## config.mk

```make
export PLATFORM = sky130hd
export DESIGN_NAME = xxt_stage
export DESIGN_NICKNAME = d
export VERILOG_FILES = /design/src/rtl/xxt_pkg.sv /design/src/rtl/xxt_stage.sv
export SDC_FILE = /design/constraint.sdc
export NUM_CORES = 1
export LEC_CHECK = 0
export BUFFER_PORTS_ARGS = -buffer_cell sky130_fd_sc_hd__buf_2
export CAP_MARGIN = 10
export CORE_UTILIZATION = 35
export DETAILED_ROUTE_END_ITERATION = 8
export PLACE_DENSITY = 0.63
export SYNTH_ARGS = -nofsm -noshare
export SYNTH_HDL_FRONTEND = slang
export SYNTH_SLANG_ARGS = --single-unit
```

## constraint.sdc

```tcl
create_clock -name clock -period 8.6 [get_ports clock]
set_input_delay 0.86 -clock clock [delete_from_list [all_inputs] [get_ports clock]]
set_output_delay 0.86 -clock clock [all_outputs]
set_load 0.03 [all_outputs]
```

## src/rtl/xxt_pkg.sv

```systemverilog
// Shared types, constants and the mixing function of the XXTEA cipher pipeline.
// No dependencies; used by xxt_stage, xxtea_block_cipher_top and xxt_checker.
`timescale 1ns / 1ps

package xxt_pkg;

   // Block and key geometry
   localparam int DEFAULT_BLOCK_WORDS = 4;
   localparam int IO_WORDS            = 4;
   localparam int KEY_WORDS           = 4;
   localparam int CSR_INDEX_W         = 2;

   localparam logic [31:0] DELTA = 32'h9e37_79b9;

   typedef logic [31:0] word_type;
   typedef logic [KEY_WORDS-1:0][31:0] key_type;

   // Configuration register indexes
   typedef enum logic [CSR_INDEX_W-1:0] {
      CSR_KEY_WORD0 = 2'd0,
      CSR_KEY_WORD1 = 2'd1,
      CSR_KEY_WORD2 = 2'd2,
      CSR_KEY_WORD3 = 2'd3
   } csr_index_type;

   // Operation codes
   localparam logic OP_ENCRYPT = 1'b0;
   localparam logic OP_DECRYPT = 1'b1;

   typedef struct packed {
      logic     operation;
      word_type in_word0;
      word_type in_word1;
      word_type in_word2;
      word_type in_word3;
   } req_type;

   typedef struct packed {
      word_type out_word0;
      word_type out_word1;
      word_type out_word2;
      word_type out_word3;
   } rsp_type;

   // Control that travels with each pipeline slot
   typedef struct packed {
      logic valid;
      logic op;
   } stage_ctl_type;

   // Standard XXTEA MX function, key word already selected
   function automatic word_type mix(input word_type y, input word_type z,
                                    input word_type sum, input word_type key);
      word_type a;
      word_type b;
      a = ((z >> 5) ^ (y << 2)) + ((y >> 3) ^ (z << 4));
      b = (sum ^ y) + (key ^ z);
      return a ^ b;
   endfunction

endpackage

```

## src/rtl/xxt_stage.sv

```systemverilog
// One word update of the XXTEA schedule, encrypt or decrypt per transaction.
// Depends on xxt_pkg; instantiated once per step by xxtea_block_cipher_top.
`timescale 1ns / 1ps

module xxt_stage #(
   parameter int BLOCK_WORDS = xxt_pkg::DEFAULT_BLOCK_WORDS,
   parameter int ROUNDS      = 6 + 52 / xxt_pkg::DEFAULT_BLOCK_WORDS,
   parameter int STEP        = 0
) (
   input  logic                                clock,
   input  logic                                reset,
   input  xxt_pkg::key_type                    key,
   input  xxt_pkg::stage_ctl_type              ctl_up,
   input  logic [BLOCK_WORDS-1:0][31:0]        words_up,
   output xxt_pkg::stage_ctl_type              ctl_down,
   output logic [BLOCK_WORDS-1:0][31:0]        words_down
);
   import xxt_pkg::*;

   localparam int IW = $clog2(BLOCK_WORDS);
   localparam int R  = STEP / BLOCK_WORDS;
   localparam int J  = STEP % BLOCK_WORDS;

   // Encrypt: round R, word J, sum counts up from one delta
   localparam logic [63:0]   ENC_PROD = 64'(R + 1) * 64'(DELTA);
   localparam logic [31:0]   ENC_SUM  = ENC_PROD[31:0];
   localparam logic [1:0]    ENC_KEY  = 2'(J & 3) ^ ENC_SUM[3:2];
   localparam logic [IW-1:0] ENC_P    = IW'(J);
   localparam logic [IW-1:0] ENC_Y    = IW'((J + 1) % BLOCK_WORDS);
   localparam logic [IW-1:0] ENC_Z    = IW'((J + BLOCK_WORDS - 1) % BLOCK_WORDS);

   // Decrypt: words taken from the top down, sum counts down from ROUNDS*delta
   localparam int            DP       = BLOCK_WORDS - 1 - J;
   localparam logic [63:0]   DEC_PROD = 64'(ROUNDS - R) * 64'(DELTA);
   localparam logic [31:0]   DEC_SUM  = DEC_PROD[31:0];
   localparam logic [1:0]    DEC_KEY  = 2'(DP & 3) ^ DEC_SUM[3:2];
   localparam logic [IW-1:0] DEC_P    = IW'(DP);
   localparam logic [IW-1:0] DEC_Y    = IW'((DP + 1) % BLOCK_WORDS);
   localparam logic [IW-1:0] DEC_Z    = IW'((DP + BLOCK_WORDS - 1) % BLOCK_WORDS);

   stage_ctl_type                   ctl_ff;
   stage_ctl_type                   ctl_in;
   logic [BLOCK_WORDS-1:0][31:0]    words_ff;
   logic [BLOCK_WORDS-1:0][31:0]    words_in;

   word_type      y;
   word_type      z;
   word_type      sum;
   word_type      key_sel;
   word_type      mx;
   word_type      target;
   word_type      updated;
   logic [IW-1:0] target_idx;
   logic          dec;

   // Operand selection and the mix
   always_comb begin
      dec        = (ctl_up.op == OP_DECRYPT);
      y          = dec ? words_up[DEC_Y] : words_up[ENC_Y];
      z          = dec ? words_up[DEC_Z] : words_up[ENC_Z];
      sum        = dec ? DEC_SUM : ENC_SUM;
      key_sel    = dec ? key[DEC_KEY] : key[ENC_KEY];
      target_idx = dec ? DEC_P : ENC_P;
      target     = words_up[target_idx];
      mx         = mix(y, z, sum, key_sel);
      updated    = dec ? (target - mx) : (target + mx);
   end

   // Replace the updated word, pass the rest
   always_comb begin
      words_in             = words_up;
      words_in[target_idx] = updated;
      ctl_in               = ctl_up;
   end

   // Stage register; only the valid bit is reset
   always_ff @(posedge clock) begin
      if (reset) begin
         ctl_ff.valid <= 1'b0;
      end else begin
         ctl_ff.valid <= ctl_in.valid;
      end
      ctl_ff.op <= ctl_in.op;
      words_ff  <= words_in;
   end

   assign ctl_down   = ctl_ff;
   assign words_down = words_ff;

endmodule

```

==> results.yml <==
pwr:
  p_clk_share_pct: 15.8
  combPwrFrac_pct: 68.8
  ir_worst_vdd_mv: 0.151
  pwr-share-seq_pct: 15.4
  p_per_area_mw_per_mm2: 371
  switching_power_mw: 2.55
  switching_share_pct: 47.3
  p_leak_nw: 6.99
  p_int_mw: 2.85
clocking:
  tritoncts: "yes"
  cts_root_buf: "clkbuf_16"
  cts_hold_buf: 0
  numCtsBuffers: 17
  path_clk_slew_ns: 0.06
  postCtsSetupBuffers: 0
  cts.sinks: 130
  post_cts_resized: 0
  clk_path_buf_depth: 2
  cts_max_level: 4
drt:
  ant_nets: 0
  vias_per_cell: 5.23
  routedWlPerCell_um: 19.9
  num_vias: 11356
  drc: 0
  dr.pass1.iters: 5
  drt-total-wl_mm: 43.3
  drtIter0Drc: 864
logic_synthesis:
  yosysTopAreaCellShare_pct: 22.3
  syn_inst: 1388
  ys_seq_elements: 130
  ys.flop_type: "dfxtp_1"
  postSynthNetCount: 1746
  ys_top_cells_by_area: "dfxtp_1, ha_1, xnor2_1"
  yosysUniqueCellTypes: 78
  yosysWarnings: 0
  synth_edf_count: 0
  synth.cell_area_mm2: 0.0116
  ys_seq_area_share_pct: 22.3
  syn_avg_cell_area_um2: 8.39
  yosysTopAreaCell: "dfxtp_1"
  async_flop_share_pct: 0
placement:
  pre_cts_slack_ns: 0.650
  portBuffers: 325
  dpl.hpwl_mm: 36.1
  gp_congestion: 0.961
global_routing:
  grt_pass1_wl_mm: 63.3
  grt_usage_pct: 24.9
  grt_max_degree: 127
  grt_pass1_vias: 10609
  antenna_found_initial: 1
  grt-ovfl-total: 0
sta:
  fmax_mhz: 130
  setup_ws_ns: 0.934
  relSlewSlack_pct: 42.5
  setup_violations: 0
  post-route-min-period_ns: 7.67
  fin_tns_setup_ns: 0
  worst_pin_slew_ns: 0.839
  maxSlewViolCount: 0
  grt_setup_unrepaired: "no"
  hold_violations: 0
  min_period_over_period_pct: 89.1
floorplanning:
  coreArea_mm2: 0.0326
  die_h_um: 184
  die_w_um: 184
  rows: 66
  dieArea_mm2: 0.0340
  io_pins: 390
  start_util_pct: 35.7
run:
  timing.max_cap.violations: 0
setup_path:
  crit_type: "input port to flip-flop"
  slowest_stage: "xnor3_1"
  cp.required_ns: 8.92
  startpoint_type: "input port"
  cp.arrival_ns: 7.98
  max_stage_delay_ns: 0.55
  cp_max_fo: 60
  endpoint_kind: "flip-flop"
finish:
  final_cell_mix: "buf_2, nand2_1, xnor2_1"
  drive_gt1_share_pct: 26.8
  final_util_pct: 44.7
  layout_commonest_cell: "buf_2"
  syn_to_final_growth_pct: 25.1
  finalNetCount: 2074
hold_path:
  hold_class: "input port to flip-flop"
  hold_path_depth: 1
status:
  status: "finished, final reports clean"
## sequential cells by signal, summed over array words and instances, names as in the netlist
| signal | count |
|---|---|
| words_down | 128 |
| ctl_down | 2 |
## stage by stage
stage / total power [mW] / hold WS (ns) / instances / cell area, um^2
global placement: 4.44 / 0.979 / 2139 / 13900
CTS: 5.35 / 0.530 / 2171 / 14600
finish: 5.40 / 0.548 / 2172 / 14600
global route: 5.76 / 0.532 / 2172 / 14600
detailed placement: 4.47 / 0.979 / 2139 / 13900
floorplan: 3.59 / 0.888 / 1388 / 11600
## logic make-up (layout without fill, tap and decap cells)
kind of cell,after synthesis,after routing,share of synthesized area [%]
DFF,130,130,22.3
adders and majority gates,98,98,10.7
other,0,1,0
xor gates and xnor gates,266,266,21.4
and+or+nand+nor,356,356,15.0
buffers and inverters,88,429,2.89
muxes,81,81,7.56
AOI/OAI and AO/OA,369,369,20.1
## worst max-delay path: cells and delay by family
kind	cells	cell delay, ns
AND/OR/NAND/NOR	6	1.10
multiplexers	2	0.58
buffers and inverters	3	0.78
adder cells (fa/ha/maj)	3	1.03
AO/OA/AOI/OAI	11	2.19
XOR/XNOR	4	1.39
## layout make-up
| type | count | area, um^2 |
|---|---|---|
| Multi-Input combinational cell | 1170 | 8710 |
| Timing Repair Buffer | 352 | 1850 |
| Tap cell | 442 | 553 |
| Inverter | 45 | 169 |
| Fill cell | 3241 | 18100 |
| Antenna cell | 1 | 2.50 |
| Sequential cell | 130 | 2600 |
| Clock buffer | 20 | 457 |
| Clock inverter | 12 | 226 |
## power by group through the flow
| stage | clock network, mW | logic, mW | registers (mW) |
|---|---|---|---|
| 2_1_floorplan | 0 | 2.39 | 1.20 |
| 3_3_place_gp | 0 | 3.60 | 0.844 |
| 3_5_place_dp | 0 | 3.63 | 0.844 |
| 4_1_cts | 0.863 | 3.66 | 0.831 |
| 5_1_grt | 0.889 | 4.03 | 0.846 |
| 6_report | 0.851 | 3.72 | 0.831 |
## synth_stat cells, drive strengths merged, types with 6 or more instances
cell	instances
a211oi	10
a21boi	17
a21o	58
a21oi	103
a31oi	12
and2	9
and3	12
buf	8
clkbuf	35
dfxtp	130
ha	95
inv	45
mux2	53
mux2i	28
nand2	147
nand2b	10
nand3	22
nand4	12
nor2	69
nor2b	28
nor3	12
o211ai	6
o21a	10
o21ai	96
o21bai	13
or2	7
or3	7
xnor2	135
xnor3	9
xor2	120
## routing by layer
| layer | global-route usage (%) | vias up | routed length, um |
|---|---|---|---|
| met1 | 37.1 | 5347 | 21000 |
| met4 | 6.80 | 0 | 786 |
| met5 | 0 | - | 0 |
| met2 | 37.3 | 412 | 18600 |
| met3 | 2.92 | 43 | 2920 |
| li1 | - | 5554 | - |
## worst paths after layout
check / from / end / slack (ns)
worst max-delay path: ctl_up[0] / words_down[31]$_DFF_P_ / 0.93
worst min-delay path: words_up[62] / words_down[62]$_DFF_P_ / 0.55
(Power assumes the default switching activity.)
